File: config.mk
export PLATFORM = sky130hd
export DESIGN_NAME = debug_packet_deframer_flat
export DESIGN_NICKNAME = d
export VERILOG_FILES = /design/src/hdl/dpd_pkg.sv /design/src/hdl/dpd_stream_if.sv /design/src/hdl/dpd_in_reg.sv /design/src/hdl/dpd_core.sv /design/src/hdl/dpd_out_reg.sv /design/src/hdl/debug_packet_deframer.sv /design/src/flat_wrapper.sv
export SDC_FILE = /design/constraint.sdc
export NUM_CORES = 1
export LEC_CHECK = 0
export BUFFER_PORTS_ARGS = -buffer_cell sky130_fd_sc_hd__buf_4
export CORE_ASPECT_RATIO = 1.25
export CORE_MARGIN = 1
export CORE_UTILIZATION = 43
export CTS_CLUSTER_SIZE = 10
export DETAILED_ROUTE_END_ITERATION = 6
export SLEW_MARGIN = 10
export SYNTH_ARGS = -nofsm -noshare
export SYNTH_HDL_FRONTEND = slang
export SYNTH_SLANG_ARGS = --single-unit
File: constraint.sdc
create_clock -name clock -period 2.8 [get_ports clock]
set_input_delay 0.42 -clock clock [delete_from_list [all_inputs] [get_ports clock]]
set_output_delay 0.42 -clock clock [all_outputs]
set_load 0.01 [all_outputs]
File: src/hdl/dpd_pkg.sv
// shared types, codes and digit decoding for the debug packet deframer
package dpd_pkg;

   // framing characters
   localparam logic [7:0] CHAR_ACK   = 8'h2B;  // '+'
   localparam logic [7:0] CHAR_START = 8'h24;  // '$'
   localparam logic [7:0] CHAR_END   = 8'h23;  // '#'

   localparam logic [3:0] NIBBLE_MASK = 4'hF;
   localparam logic [15:0] COUNT_MAX  = 16'hFFFF;

   // result kinds
   localparam logic [2:0] KIND_DATA    = 3'd0;
   localparam logic [2:0] KIND_GOOD    = 3'd1;
   localparam logic [2:0] KIND_BAD     = 3'd2;
   localparam logic [2:0] KIND_NOACK   = 3'd3;
   localparam logic [2:0] KIND_NOSTART = 3'd4;

   typedef struct packed {
      logic        valid;
      logic [2:0]  kind;
      logic [7:0]  data_byte;
      logic [15:0] byte_count;
   } result_type;

   // hex digit to value; anything else passes through as itself
   function automatic logic [7:0] digit_value(input logic [7:0] b);
      logic [7:0] v;
      v = b;
      if (b >= 8'h30 && b <= 8'h39) begin
         v = b - 8'h30;
      end else if (b >= 8'h61 && b <= 8'h66) begin
         v = b - 8'h57;
      end else if (b >= 8'h41 && b <= 8'h46) begin
         v = b - 8'h37;
      end
      return v;
   endfunction

endpackage

File: src/hdl/dpd_stream_if.sv
// valid/ready channel interfaces for received bytes and results
interface dpd_req_if;
   logic       valid;
   logic       ready;
   logic [7:0] rx_byte;

   modport source (output valid, output rx_byte, input ready);
   modport sink   (input valid, input rx_byte, output ready);
endinterface

interface dpd_rsp_if;
   logic        valid;
   logic        ready;
   logic [2:0]  kind;
   logic [7:0]  data_byte;
   logic [15:0] byte_count;

   modport source (output valid, output kind, output data_byte, output byte_count,
                   input ready);
   modport sink   (input valid, input kind, input data_byte, input byte_count,
                   output ready);
endinterface

File: src/hdl/dpd_in_reg.sv
// input register holding one received byte
module dpd_in_reg (
   input  logic         clock,
   input  logic         reset,
   dpd_req_if.sink      req_chan,
   input  logic         out_free,
   output logic         advance,
   output logic [7:0]   byte_q
);

   logic       valid_ff;
   logic [7:0] byte_ff;

   assign advance        = valid_ff && out_free;
   assign req_chan.ready = !valid_ff || advance;
   assign byte_q         = byte_ff;

   always_ff @(posedge clock) begin
      if (reset) begin
         valid_ff <= 1'b0;
      end else if (req_chan.ready) begin
         valid_ff <= req_chan.valid;
      end
   end

   always_ff @(posedge clock) begin
      if (req_chan.ready && req_chan.valid) begin
         byte_ff <= req_chan.rx_byte;
      end
   end

endmodule

File: src/hdl/dpd_core.sv
// framing state, running checksum and payload count
module dpd_core (
   input  logic                  clock,
   input  logic                  reset,
   input  logic                  advance,
   input  logic [7:0]            byte_q,
   output dpd_pkg::result_type   result
);

   typedef enum logic [2:0] {
      PH_ACK     = 3'd0,
      PH_START   = 3'd1,
      PH_PAYLOAD = 3'd2,
      PH_HI      = 3'd3,
      PH_LO      = 3'd4
   } phase_type;

   phase_type   phase_ff, phase_in;
   logic [7:0]  sum_ff, sum_in;
   logic        match_ff, match_in;
   logic [15:0] count_ff, count_in;

   always_comb begin
      logic good;
      good              = 1'b0;
      phase_in          = phase_ff;
      sum_in            = sum_ff;
      match_in          = match_ff;
      count_in          = count_ff;
      result.valid      = 1'b0;
      result.kind       = dpd_pkg::KIND_DATA;
      result.data_byte  = 8'd0;
      result.byte_count = 16'd0;
      if (advance) begin
         case (phase_ff)
            PH_START: begin
               if (byte_q == dpd_pkg::CHAR_START) begin
                  sum_in   = 8'd0;
                  match_in = 1'b0;
                  count_in = 16'd0;
                  phase_in = PH_PAYLOAD;
               end else begin
                  phase_in     = PH_ACK;
                  result.valid = 1'b1;
                  result.kind  = dpd_pkg::KIND_NOSTART;
               end
            end
            PH_PAYLOAD: begin
               if (byte_q == dpd_pkg::CHAR_END) begin
                  phase_in = PH_HI;
               end else begin
                  sum_in = sum_ff + byte_q;
                  if (count_ff != dpd_pkg::COUNT_MAX) begin
                     count_in = count_ff + 16'd1;
                  end
                  result.valid     = 1'b1;
                  result.kind      = dpd_pkg::KIND_DATA;
                  result.data_byte = byte_q;
               end
            end
            PH_HI: begin
               match_in = (dpd_pkg::digit_value(byte_q) ==
                           {4'h0, sum_ff[7:4] & dpd_pkg::NIBBLE_MASK});
               phase_in = PH_LO;
            end
            PH_LO: begin
               good = match_ff && (dpd_pkg::digit_value(byte_q) ==
                                   {4'h0, sum_ff[3:0] & dpd_pkg::NIBBLE_MASK});
               result.valid      = 1'b1;
               result.kind       = good ? dpd_pkg::KIND_GOOD : dpd_pkg::KIND_BAD;
               result.byte_count = count_ff;
               sum_in            = 8'd0;
               match_in          = 1'b0;
               count_in          = 16'd0;
               phase_in          = PH_ACK;
            end
            default: begin
               // waiting for acknowledge; unused codes land here too
               if (byte_q == dpd_pkg::CHAR_ACK) begin
                  phase_in = PH_START;
               end else begin
                  phase_in     = PH_ACK;
                  result.valid = 1'b1;
                  result.kind  = dpd_pkg::KIND_NOACK;
               end
            end
         endcase
      end
   end

   always_ff @(posedge clock) begin
      if (reset) begin
         phase_ff <= PH_ACK;
         sum_ff   <= 8'd0;
         match_ff <= 1'b0;
         count_ff <= 16'd0;
      end else begin
         phase_ff <= phase_in;
         sum_ff   <= sum_in;
         match_ff <= match_in;
         count_ff <= count_in;
      end
   end

endmodule

File: src/hdl/dpd_out_reg.sv
// result register driving the response channel
module dpd_out_reg (
   input  logic                 clock,
   input  logic                 reset,
   input  dpd_pkg::result_type  result,
   output logic                 out_free,
   dpd_rsp_if.source            rsp_chan
);

   logic        valid_ff;
   logic [2:0]  kind_ff;
   logic [7:0]  data_ff;
   logic [15:0] count_ff;

   assign out_free            = !valid_ff || rsp_chan.ready;
   assign rsp_chan.valid      = valid_ff;
   assign rsp_chan.kind       = kind_ff;
   assign rsp_chan.data_byte  = data_ff;
   assign rsp_chan.byte_count = count_ff;

   always_ff @(posedge clock) begin
      if (reset) begin
         valid_ff <= 1'b0;
      end else if (out_free) begin
         valid_ff <= result.valid;
      end
   end

   always_ff @(posedge clock) begin
      if (out_free && result.valid) begin
         kind_ff  <= result.kind;
         data_ff  <= result.data_byte;
         count_ff <= result.byte_count;
      end
   end

endmodule

File: src/hdl/debug_packet_deframer.sv
// top level of the debug packet deframer
//
//   channel   dir   handshake         payload
//   req_chan  in    valid / ready     rx_byte[7:0]
//   rsp_chan  out   valid / ready     kind[2:0], data_byte[7:0], byte_count[15:0]
//
// one byte per cycle while rsp_chan does not stall; a byte is held in the input
// register and its result in the result register
// at most one result per byte; the end mark and high checksum digit give none
// synchronous active-high reset returns to waiting for acknowledge
// a stalled result holds the input register, which then backs up req_chan
module debug_packet_deframer (
   input  logic        clock,
   input  logic        reset,
   dpd_req_if.sink     req_chan,
   dpd_rsp_if.source   rsp_chan
);

   logic                out_free;
   logic                advance;
   logic [7:0]          byte_q;
   dpd_pkg::result_type result;

   dpd_in_reg u_in_reg (
      .clock    (clock),
      .reset    (reset),
      .req_chan (req_chan),
      .out_free (out_free),
      .advance  (advance),
      .byte_q   (byte_q)
   );

   dpd_core u_core (
      .clock   (clock),
      .reset   (reset),
      .advance (advance),
      .byte_q  (byte_q),
      .result  (result)
   );

   dpd_out_reg u_out_reg (
      .clock    (clock),
      .reset    (reset),
      .result   (result),
      .out_free (out_free),
      .rsp_chan (rsp_chan)
   );

endmodule

File: src/flat_wrapper.sv
// flat-port wrapper written by rule: the top's interface ports become plain ports
module debug_packet_deframer_flat 
  (clock, reset, req_chan_valid, req_chan_rx_byte, req_chan_ready, rsp_chan_valid, rsp_chan_kind, rsp_chan_data_byte, rsp_chan_byte_count, rsp_chan_ready);
  dpd_req_if req_chan_i ();
  dpd_rsp_if rsp_chan_i ();
  input  logic clock;
  input  logic reset;
  input wire logic [$bits(req_chan_i.valid)-1:0] req_chan_valid;
  input wire logic [$bits(req_chan_i.rx_byte)-1:0] req_chan_rx_byte;
  output wire logic [$bits(req_chan_i.ready)-1:0] req_chan_ready;
  output wire logic [$bits(rsp_chan_i.valid)-1:0] rsp_chan_valid;
  output wire logic [$bits(rsp_chan_i.kind)-1:0] rsp_chan_kind;
  output wire logic [$bits(rsp_chan_i.data_byte)-1:0] rsp_chan_data_byte;
  output wire logic [$bits(rsp_chan_i.byte_count)-1:0] rsp_chan_byte_count;
  input wire logic [$bits(rsp_chan_i.ready)-1:0] rsp_chan_ready;
  assign req_chan_i.valid = req_chan_valid;
  assign req_chan_i.rx_byte = req_chan_rx_byte;
  assign req_chan_ready = req_chan_i.ready;
  assign rsp_chan_valid = rsp_chan_i.valid;
  assign rsp_chan_kind = rsp_chan_i.kind;
  assign rsp_chan_data_byte = rsp_chan_i.data_byte;
  assign rsp_chan_byte_count = rsp_chan_i.byte_count;
  assign rsp_chan_i.ready = rsp_chan_ready;
  debug_packet_deframer u_core (.clock(clock), .reset(reset), .req_chan(req_chan_i), .rsp_chan(rsp_chan_i));
endmodule
After elaboration in Yosys (flattened, before gate mapping)
Cells that the tools add are included.
{ "classes": {"bitwise_logic": 2, "shifts": 0, "muxes": 28, "div_mod_pow": 0, "n_reduce_logical": 19, "mul": 0, "addsub": 5, "eq_ne": 14, "magnitude_cmp": 6} }
{ "op_table": {"columns": ["cell", "count"], "rows": [
  ["2-to-1 mux 8 bit", 10],
  ["2-to-1 mux 16 bit", 4],
  ["case mux 16 bit (3 select lines)", 1],
  ["2-to-1 mux 28 bit", 1],
  ["== test 8 x 6 -> 1 bit (second input constant)", 3],
  ["case mux 8 bit (3 select lines)", 1],
  ["adder 16 x 1 -> 16 bit (second input constant)", 1],
  ["== test 8 x 4 -> 1 bit", 2],
  [">= comparator 8 x 7 -> 1 bit (second input constant)", 2],
  ["<= comparator 8 x 7 -> 1 bit (second input constant)", 2],
  ["inequality test 16 bit (second input constant)", 1],
  ["case mux 4 bit (4 select lines)", 1],
  ["subtractor 8 x 6 -> 8 bit (second input constant)", 2],
  ["2-to-1 mux 12 bit", 1],
  ["case mux 3 bit (4 select lines)", 1],
  ["adder 8 bit", 1],
  [">= comparator 8 x 6 -> 1 bit (second input constant)", 1],
  ["<= comparator 8 x 6 -> 1 bit (second input constant)", 1],
  ["2-to-1 mux 4 bit", 2],
  ["inequality test 2 bit (second input constant)", 4],
  ["subtractor 8 x 7 -> 8 bit (second input constant)", 1],
  ["logical AND 1 bit", 7],
  ["== test 3 x 2 -> 1 bit (second input constant)", 2],
  ["nonzero test 3 bit", 2],
  ["14 further kinds", 20]
]} }
{ "word_totals": {"latchBits": 0, "memories": 0, "reg_bits": 65, "ramBits": 0, "output_inout_bits": 29, "romBits": 0} }

Logic depth before layout (Yosys ltp)
Gate-level depths: netlist (run 1).
{ "logic_depth": {"ltp_word": 13, "mapped_depth": 11, "mapped_depth_nobuf": 9} }

Cells and area by module
Synthesis (run 1) repeated with hierarchy kept, for this count alone.
{ "hier_totals": {"cells_unflattened": 367, "hier_area_um2": 3626.0} }
{ "modules_own_cells": {"columns": ["module", "area_per_inst_um2", "instances", "cells_each"], "rows": [
  ["dpd_core", 2457.4, 1, 321],
  ["dpd_out_reg", 865.8, 1, 32],
  ["dpd_in_reg", 302.8, 1, 14]
]} }

Worst setup path before layout (run 1)
Ideal clock, no wire load.
{ "synth_path": {"path_type": "reg-to-reg", "from": "reg u_core.u_in_reg.byte_ff[0] (netlist: u_core.u_in_reg.byte_q[0])", "to": "reg u_core.u_out_reg.count_ff[0] (netlist: u_core.u_out_reg.rsp_chan.byte_count[0]), enable pin", "setup_ns": 0.411, "slack_ns": -0.312, "period_less_slack_ns": 3.112, "t_arrival_ns": 2.702, "path_stages_with_launch": 9, "path_cell_list": "edfxtp_1 clkbuf_1 inv_1 ha_1 nor4bb_1 and2_1 o21ai_0 a21oi_1 nor2_1"} }
{ "synth_via": {"elab_chain_len": 5, "elab_cells_between_ends": 9} }
{ "synth_lines": {"columns": ["item", "line_no", "rtl"], "rows": [
  ["start: declaration", "dpd_in_reg.sv:12", "logic [7:0] byte_ff;"],
  ["start signal: assignment", "dpd_in_reg.sv:28", "byte_ff <= req_chan.rx_byte;"],
  ["== test 8 x 6 -> 1 bit (on tied branches)", "dpd_core.sv:79, dpd_core.sv:37, dpd_core.sv:49", null],
  ["2-to-1 mux 4 bit, or another cell as far along", "dpd_core.sv:79", "if (byte_q == dpd_pkg::CHAR_ACK) begin"],
  ["case mux 4 bit (4 select lines) (*)", "dpd_core.sv:35", "case (phase_ff)"],
  ["2-to-1 mux 28 bit (*)", "dpd_core.sv:34", "if (advance) begin"],
  ["logical AND 1 bit (*)", "dpd_out_reg.sv:30", "if (out_free && result.valid) begin"],
  ["end signal: assignment", "dpd_out_reg.sv:33", "count_ff <= result.byte_count;"],
  ["end: declaration", "dpd_out_reg.sv:13", "logic [15:0] count_ff;"]
]} }
Mark *: on every way between the ends. The rest lies on a longest branch, timed or not.
A chain may end at the register's enable or synchronous reset.

Worst setup path after layout (run 1)
{ "layout_path": {"from": "reg u_core.u_in_reg.byte_ff[0] (netlist: u_core.u_in_reg.byte_q[0])", "to": "reg u_core.u_out_reg.kind_ff[0] (netlist: u_core.u_out_reg.rsp_chan.kind[0]), data pin"} }
{ "layout_via": {"elab_chain_len": 11, "elab_cells_between_ends": 23} }
{ "layout_lines": {"columns": ["item", "line_no", "rtl"], "rows": [
  [">= comparator 8 x 7 -> 1 bit / <= comparator 8 x 7 -> 1 bit (equally long branches)", "dpd_pkg.sv:34", "end else if (b >= 8'h41 && b <= 8'h46) begin"],
  ["logical AND 1 bit", "dpd_pkg.sv:34", null],
  ["2-to-1 mux 8 bit", "dpd_pkg.sv:34", null],
  ["2-to-1 mux 8 bit", "dpd_pkg.sv:32", "end else if (b >= 8'h61 && b <= 8'h66) begin"],
  ["2-to-1 mux 8 bit", "dpd_pkg.sv:30", "if (b >= 8'h30 && b <= 8'h39) begin"],
  ["2-to-1 mux 8 bit", "dpd_core.sv:35", null],
  ["2-to-1 mux 8 bit", "dpd_core.sv:34", null],
  ["== test 8 x 4 -> 1 bit", "dpd_core.sv:67", "good = match_ff && (dpd_pkg::digit_value(byte_q) =="],
  ["logical AND 1 bit", "dpd_core.sv:67", null],
  ["2-to-1 mux 2 bit", "dpd_core.sv:70", "result.kind = good ? dpd_pkg::KIND_GOOD : dpd_pkg::KIND_BAD;"],
  ["case mux 4 bit (4 select lines) (*)", "dpd_core.sv:35", null],
  ["end signal: assignment", "dpd_out_reg.sv:31", "kind_ff <= result.kind;"],
  ["end: declaration", "dpd_out_reg.sv:11", "logic [2:0] kind_ff;"]
]} }
Mark *: on every way between the ends. The rest lies on a longest branch, timed or not. The select of a mux whose other input is x is not followed.

==> results of run 1 <==
[power by group]
group / total, uW / internal [uW] / leakage, uW / switching, uW
logic: 227 / 107 / 0.00107 / 121
clock network: 906 / 504 / 0.000103 / 401
registers: 1050 / 1030 / 0.000570 / 21.6
total: 2190 / 1640 / 0.00175 / 544
[worst max-delay path, cell delays in order (launching register included)]
cell and delay [ns]:
edfxtp_1 0.43, inv_2 0.11, ha_4 0.13, or3b_4 0.39, o311a_4 0.34, a2bb2oi_4 0.26
mux2i_2 0.26, nor2_1 0.07, or3_1 0.36, o31ai_2 0.23
[placed cells by master, fill, tap and decap left out, types with 3 or more instances in the layout]
cell      count
a21o_1        4
o21ai_0       9
inv_2         3
o21bai_1      4
or3_1         3
nor2b_1       4
nand2b_1      8
nand2_1      18
inv_1         9
and2_1       22
o211ai_1      3
nor4_1        6
nand3_1       9
nor3b_1       3
nor4bb_1      3
buf_4        71
and3_1        5
nor3_1       19
nor2_1       46
nand3b_1      3
nand4_1      10
a21oi_1      20
dfxtp_1      30
clkbuf_8      9
xor2_1        4
a22oi_1       9
edfxtp_1     35
ha_1         15
xnor2_1      19
o21ai_1       4
[final cells by class]
type	count	area [sq um]
sequential	65	1650
fill	714	3700
clock inverter	6	92.6
timing repair buffer	73	564
clock buffer	10	128
tap	97	121
multi-input combinational	291	1990
inverter	12	45.0
[path summary, 6_finish.rpt]
| check | to | depth (start not counted) |
|---|---|---|
| worst min register to register | u_core.u_core.match_ff$_SDFFE_PP0P_ | 2 |
| worst min-delay path | u_core.u_in_reg.byte_q[2]$_DFFE_PP_ | 1 |
| worst max register to register | u_core.u_out_reg.rsp_chan.kind[0]$_SDFFCE_PN0P_ | 9 |
| worst max-delay path | u_core.u_out_reg.rsp_chan.kind[0]$_SDFFCE_PN0P_ | 9 |
[state kept, by name, indices dropped and copies added, names as in the netlist]
name and cells:
u_core.u_core.phase_ff 3, u_core.u_out_reg.rsp_chan.kind 3, u_core.u_out_reg.rsp_chan.byte_count 16, u_core.u_core.sum_ff 8
u_core.u_out_reg.rsp_chan.valid 1, u_core.u_in_reg.byte_q 8, u_core.u_in_reg.valid_ff 1, u_core.u_core.count_ff 16
u_core.u_out_reg.rsp_chan.data_byte 8, u_core.u_core.match_ff 1
[metrics by stage]
stage | total power [uW] | util [%] | hold WS [ns] | setup TNS [ns]
2_1_floorplan | 1190 | - | 0.453 | -0.0121
3_3_place_gp | 1290 | 51.7 | 0.496 | 0
3_5_place_dp | 1290 | 51.7 | 0.499 | -0.0906
4_1_cts | 2190 | 54.6 | 0.224 | 0
5_1_grt | 2270 | 55.4 | 0.219 | -0.0601
6_report | 2190 | 55.4 | 0.232 | 0
[what timing repair did]
action,in CTS,in global routing
gates resized for setup,4,10
endpoints found under the setup margin,3,8
hold endpoints to repair,0,0
pin swaps,0,7
buffers inserted,0,2
[routing by layer]
layer | up-vias | part of all wire (%) | wire (microns) | GRT usage [%]
li1 | 1533 | - | - | -
met1 | 1445 | 39 | 3410 | 22.2
met2 | 72 | 54 | 4730 | 38.7
met3 | 26 | 4.1 | 366 | 3.29
met4 | 0 | 3.7 | 324 | 13.3
met5 | - | 0 | 0 | 0
[logic make-up (layout without fill, tap and decap cells)]
kind of cell | Yosys count | count (layout) | share of synthesized area, %
AND/OR/NAND/NOR | 174 | 174 | 25.2
AO/OA/AOI/OAI | 73 | 73 | 13.9
flip-flops | 65 | 65 | 44.6
buffers and inverters | 35 | 101 | 3.78
XOR/XNOR | 23 | 23 | 5.44
adder cells (fa/ha/maj) | 18 | 18 | 6.28
multiplexers | 3 | 3 | 0.810
==> metrics.txt, run 1 <==
run status=complete, no violations; number of I/O port buffers=40; cell types with the highest counts after synthesis=nor2_1 (47), edfxtp_1 (35), dfxtp_1 (30); number of diodes=0; startpoint-to-endpoint class of the critical path=reg2reg; wire length of the first global-routing pass=14,400 microns; top cells by area in the synthesized netlist=edfxtp_1 (28%), dfxtp_1 (16%), ha_1 (5.7%); non-filler cells in the finished layout=554; maximum clock frequency=365 MHz; Slew HR=37.3%; initial antenna violation count=0; worst setup slack after layout=0.0605 ns; startpoint of the lowest-slack hold path=req_chan_rx_byte[2]; layout overhead on the synthesized area=23.8%; final setup violating endpoints=0; Chip Height=106 microns; Wirelength per Cell=15.9 microns; most used flip-flop cell after synthesis=edfxtp_1; total routing resource utilization after global routing=21.1%; reported max-cap violation count=0; R2R setup slack=0.06 ns; post-synth top area share=28.4%; Power Density=476 nW/um^2; RSZ-0062 raised after global routing=yes; final estimated routing congestion in global placement=0.863; die footprint=9000 sq um; initial DRC count=103; clk sinks=65; worst clock skew on the final layout=0.0128 ns; Post-Synthesis Net Count=421; via-per-instance ratio=5.55; synthesized cell area=3710 sq um; Worst Setup End Kind=flip-flop; worst slack at placement=-0.0614 ns; source of the critical timing path=u_core.u_in_reg.byte_q[0]$_DFFE_PP_; via count of the first global-routing pass=3,003; final hold vios=0; half-perimeter wire length after placement=6570 microns; post-route antenna net violation count=0; critical path arrival=2.94 ns; clock tree from TritonCTS=yes; share of cells above drive strength 1=23.6%; CTS Hold Bufs=0; Post-Syn Instances=391; net count reported at finish=482; peak fanout along the critical path=8; DR DRC count=0; initial cell density of the core=44.7%; share of synthesized area occupied by flip-flops and latches=44.6%; EDFF count, synth=35; root buffer selected by CTS=clkbuf_8; element type at the critical path start=flip-flop; H-Tree Level Count=3; Ports=41; pin count of the biggest net entering global routing=28; die span in x=85.0 microns; clock buffer count from CTS=9; Lkg Pwr=0.00175 uW; flop and latch count out of synthesis=65; clock-pin slew reported for the worst setup and hold paths after clock tree synthesis=0.08 ns; Max Transition Viols Final=0; final worst path period share=97.8%; pin slew with the least headroom to its limit=0.938 ns; DP Cell Count=536; worst reg2reg path startpoint=u_core.u_in_reg.byte_q[0]$_DFFE_PP_; total non-filler cell area in the finished layout=4590 sq um; clock network latency to the later pin of the worst-skew pair=0.36 ns; count of TritonRoute iterations in the first routing pass=4; Peak VDD IR=0.284 mV; Placeable Area=8290 sq um; leading cell type by number of instances after synthesis=nor2_1; leftover overflow at the end of global routing=0; required time worst endpoint=3.00 ns; drt total wl=8830 microns; biggest area consumer among synthesized cells=edfxtp_1; number of warnings printed during yosys synthesis=0; FFs w/ async S/R, synth=0%; std cell rows=37; maximum root-to-sink buffer count=2; Post-Place Cell Area=4280 sq um; DR vias=3,076; path class of the lowest-slack min-delay path=in2reg; crit path time final=2.74 ns; synthesized area divided by synthesized cell count=9.48 sq um; number of distinct standard cells referenced by the synthesized netlist=56
No activity file was read; power rests on OpenSTA's default activity.
==> run 2: changes to the inputs <==
Settings changed: PLACE_DENSITY set to 0.67.
==> run 2 against run 1 <==
Compared with the run above:
- the run now ends with negative setup slack left
- fmax decreased by 2.2%
- critical path depth unchanged
- sequential power about the same
- clock-buffer cell count unchanged
- clock skew decreased by 0.0051 ns
- worst setup slack got worse by 0.061 ns
- combinational power about the same
- die area unchanged
- via count increased by 0.20%
- register-to-register slack got worse by 0.06 ns
- clock power decreased by 15%
- first-iteration DRC count increased by 91%
==> metrics.txt, run 2 (same netlist as run 1, synthesis figures left out) <==
global routing met1 resource utilization=21.5% (-0.67 points); path class of the lowest-slack min-delay path=in2reg; final worst path period share=100% (+2.2 points); final setup violating endpoints=1 (+1); run status=complete, but fails checks; cell with the biggest individual delay on the critical path=edfxtp_1; final hold vios=0 (unchanged); via-per-instance ratio=5.57 (+0.38%); Peak VDD IR=0.259 mV (-8.9%); final estimated routing congestion in global placement=0.965 (+12%); Largest delay share family, worst path=simple AND/OR/NAND/NOR gates; via count of the first global-routing pass=3,034 (+1.0%); clock tree from TritonCTS=yes; total routing resource utilization after global routing=20.6% (-0.47 points); die span in x=85.0 microns (unchanged); crit path time final=2.80 ns (+0.0612 ns); worst clock skew on the final layout=0.00764 ns (-0.00513 ns); Chip Height=106 microns (unchanged); worst slack at placement=-0.0359 ns (+0.0256 ns); die footprint=9000 sq um (unchanged); clock network latency to the later pin of the worst-skew pair=0.35 ns (about the same); clock-pin slew reported for the worst setup and hold paths after clock tree synthesis=0.07 ns (about the same); Placeable Area=8290 sq um (unchanged); initial antenna violation count=0 (unchanged); maximum root-to-sink buffer count=2 (unchanged); share of cells above drive strength 1=22.8% (-0.83 points); reported max-cap violation count=0 (unchanged); clock buffer count from CTS=9 (unchanged); violated checks=negative setup slack; worst setup slack after layout=-0.000775 ns (-0.0612 ns); pin count of the biggest net entering global routing=23 (-18%); layout overhead on the synthesized area=22.6%; DR vias=3,082 (+0.20%); initial cell density of the core=44.7% (unchanged); half-perimeter wire length after placement=6470 microns (-1.5%); most common cell after layout, fill and taps aside=buf_4; Lkg Pwr=0.00174 uW (-0.54%); leftover overflow at the end of global routing=0 (unchanged); root buffer selected by CTS=clkbuf_8; Critical Path Max Stage Delay=0.44 ns (about the same); most used cells in the layout excluding fill and tap cells=buf_4 (71), nor2_1 (46), edfxtp_1 (35); maximum clock frequency=357 MHz (-2.2%); clk sinks=65 (unchanged); Worst Setup End Kind=flip-flop; Power Density=451 nW/um^2 (-5.3%); initial DRC count=197 (+91%); global routing usage on met3=3.68% (+0.39 points); required time worst endpoint=2.99 ns (about the same); drt total wl=8730 microns (-1.0%); post-route antenna net violation count=0 (unchanged); peak fanout along the critical path=8 (unchanged); Max Transition Viols Final=0 (unchanged); wire length of the first global-routing pass=14,400 microns (+0.15%); Most Crowded Layer GR=met2; Design Power=2050 uW (-6.2%); count of TritonRoute iterations in the first routing pass=4 (unchanged); std cell rows=37 (unchanged); cells traversed along the worst timing path=inv_2 > ha_4 > or3b_4 > o311a_4 > a2bb2oi_4 > nor4b_4 > o21ai_2 > or3_1 > o31ai_2; critical path arrival=2.99 ns (+0.05 ns); DR DRC count=0 (unchanged); met2 Use GR=38.2% (-0.40 points); net count reported at finish=481 (-0.21%); RSZ-0062 raised after global routing=yes; H-Tree Level Count=3 (unchanged); Slew HR=54.0% (+17 points); pin slew with the least headroom to its limit=0.688 ns (-0.250 ns); number of I/O port buffers=40 (unchanged); element type at the critical path start=flip-flop; Wirelength per Cell=15.8 microns (-0.86%); startpoint-to-endpoint class of the critical path=reg2reg; number of diodes=0 (unchanged); buffer and inverter count on the worst path=1 (unchanged); Ports=41 (unchanged)
-- run 2: metal layers --
| layer | part of all wire (%) | wire, microns |
|---|---|---|
| met2 | 55 | 4800 |
| met1 | 39 | 3390 |
| met5 | 0 | 0 |
| met4 | 2.3 | 198 |
| met3 | 4.0 | 346 |
-- run 2: cell type report --
cell class              count  area (sq um)
well taps                  97           121
clock buffers              10           128
multi-input cells         291          1990
fillers                   743          3740
inverters                  12          45.0
clock inverters             6          58.8
flip-flops and latches     65          1650
repair buffers             72           553
-- run 2: worst paths after layout --
path,start,to,depth (start not counted),slack (ns)
setup / recovery,u_core.u_in_reg.byte_q[0]$_DFFE_PP_,u_core.u_out_reg.rsp_chan.kind[0]$_SDFFCE_PN0P_,9,-0.0008
hold / removal,req_chan_rx_byte[2],u_core.u_in_reg.byte_q[2]$_DFFE_PP_,1,0.24
setup reg to reg,u_core.u_in_reg.byte_q[0]$_DFFE_PP_,u_core.u_out_reg.rsp_chan.kind[0]$_SDFFCE_PN0P_,9,-0.0008
hold reg to reg,u_core.u_core.match_ff$_SDFFE_PP0P_,u_core.u_core.match_ff$_SDFFE_PP0P_,2,0.51
-- run 2: power by group --
group	total, uW	leakage, uW	internal, uW	switching, uW
Combinational	228	0.00108	107	122
Clock	772	0.0000897	405	368
Sequential	1050	0.000570	1030	19.0
-- run 2: through the flow --
stage	util, %	hold slack [ns]	cells	setup TNS (ns)	cell area [sq um]
6_report	54.8	0.244	553	-0.000775	4540
2_1_floorplan	-	0.453	391	-0.0121	3720
3_5_place_dp	51.5	0.497	534	-0.0359	4270
5_1_grt	54.8	0.233	553	-0.175	4540
4_1_cts	54.1	0.232	551	0	4480
3_3_place_gp	51.5	0.486	534	0	4270
-- run 2: timing repair --
action                                  4_1_cts  5_1_grt
gates resized for setup                       3        9
pin swaps                                     0        7
endpoints found under the setup margin        2        4
hold buffers                                  0        0
setup buffers                                 1        2
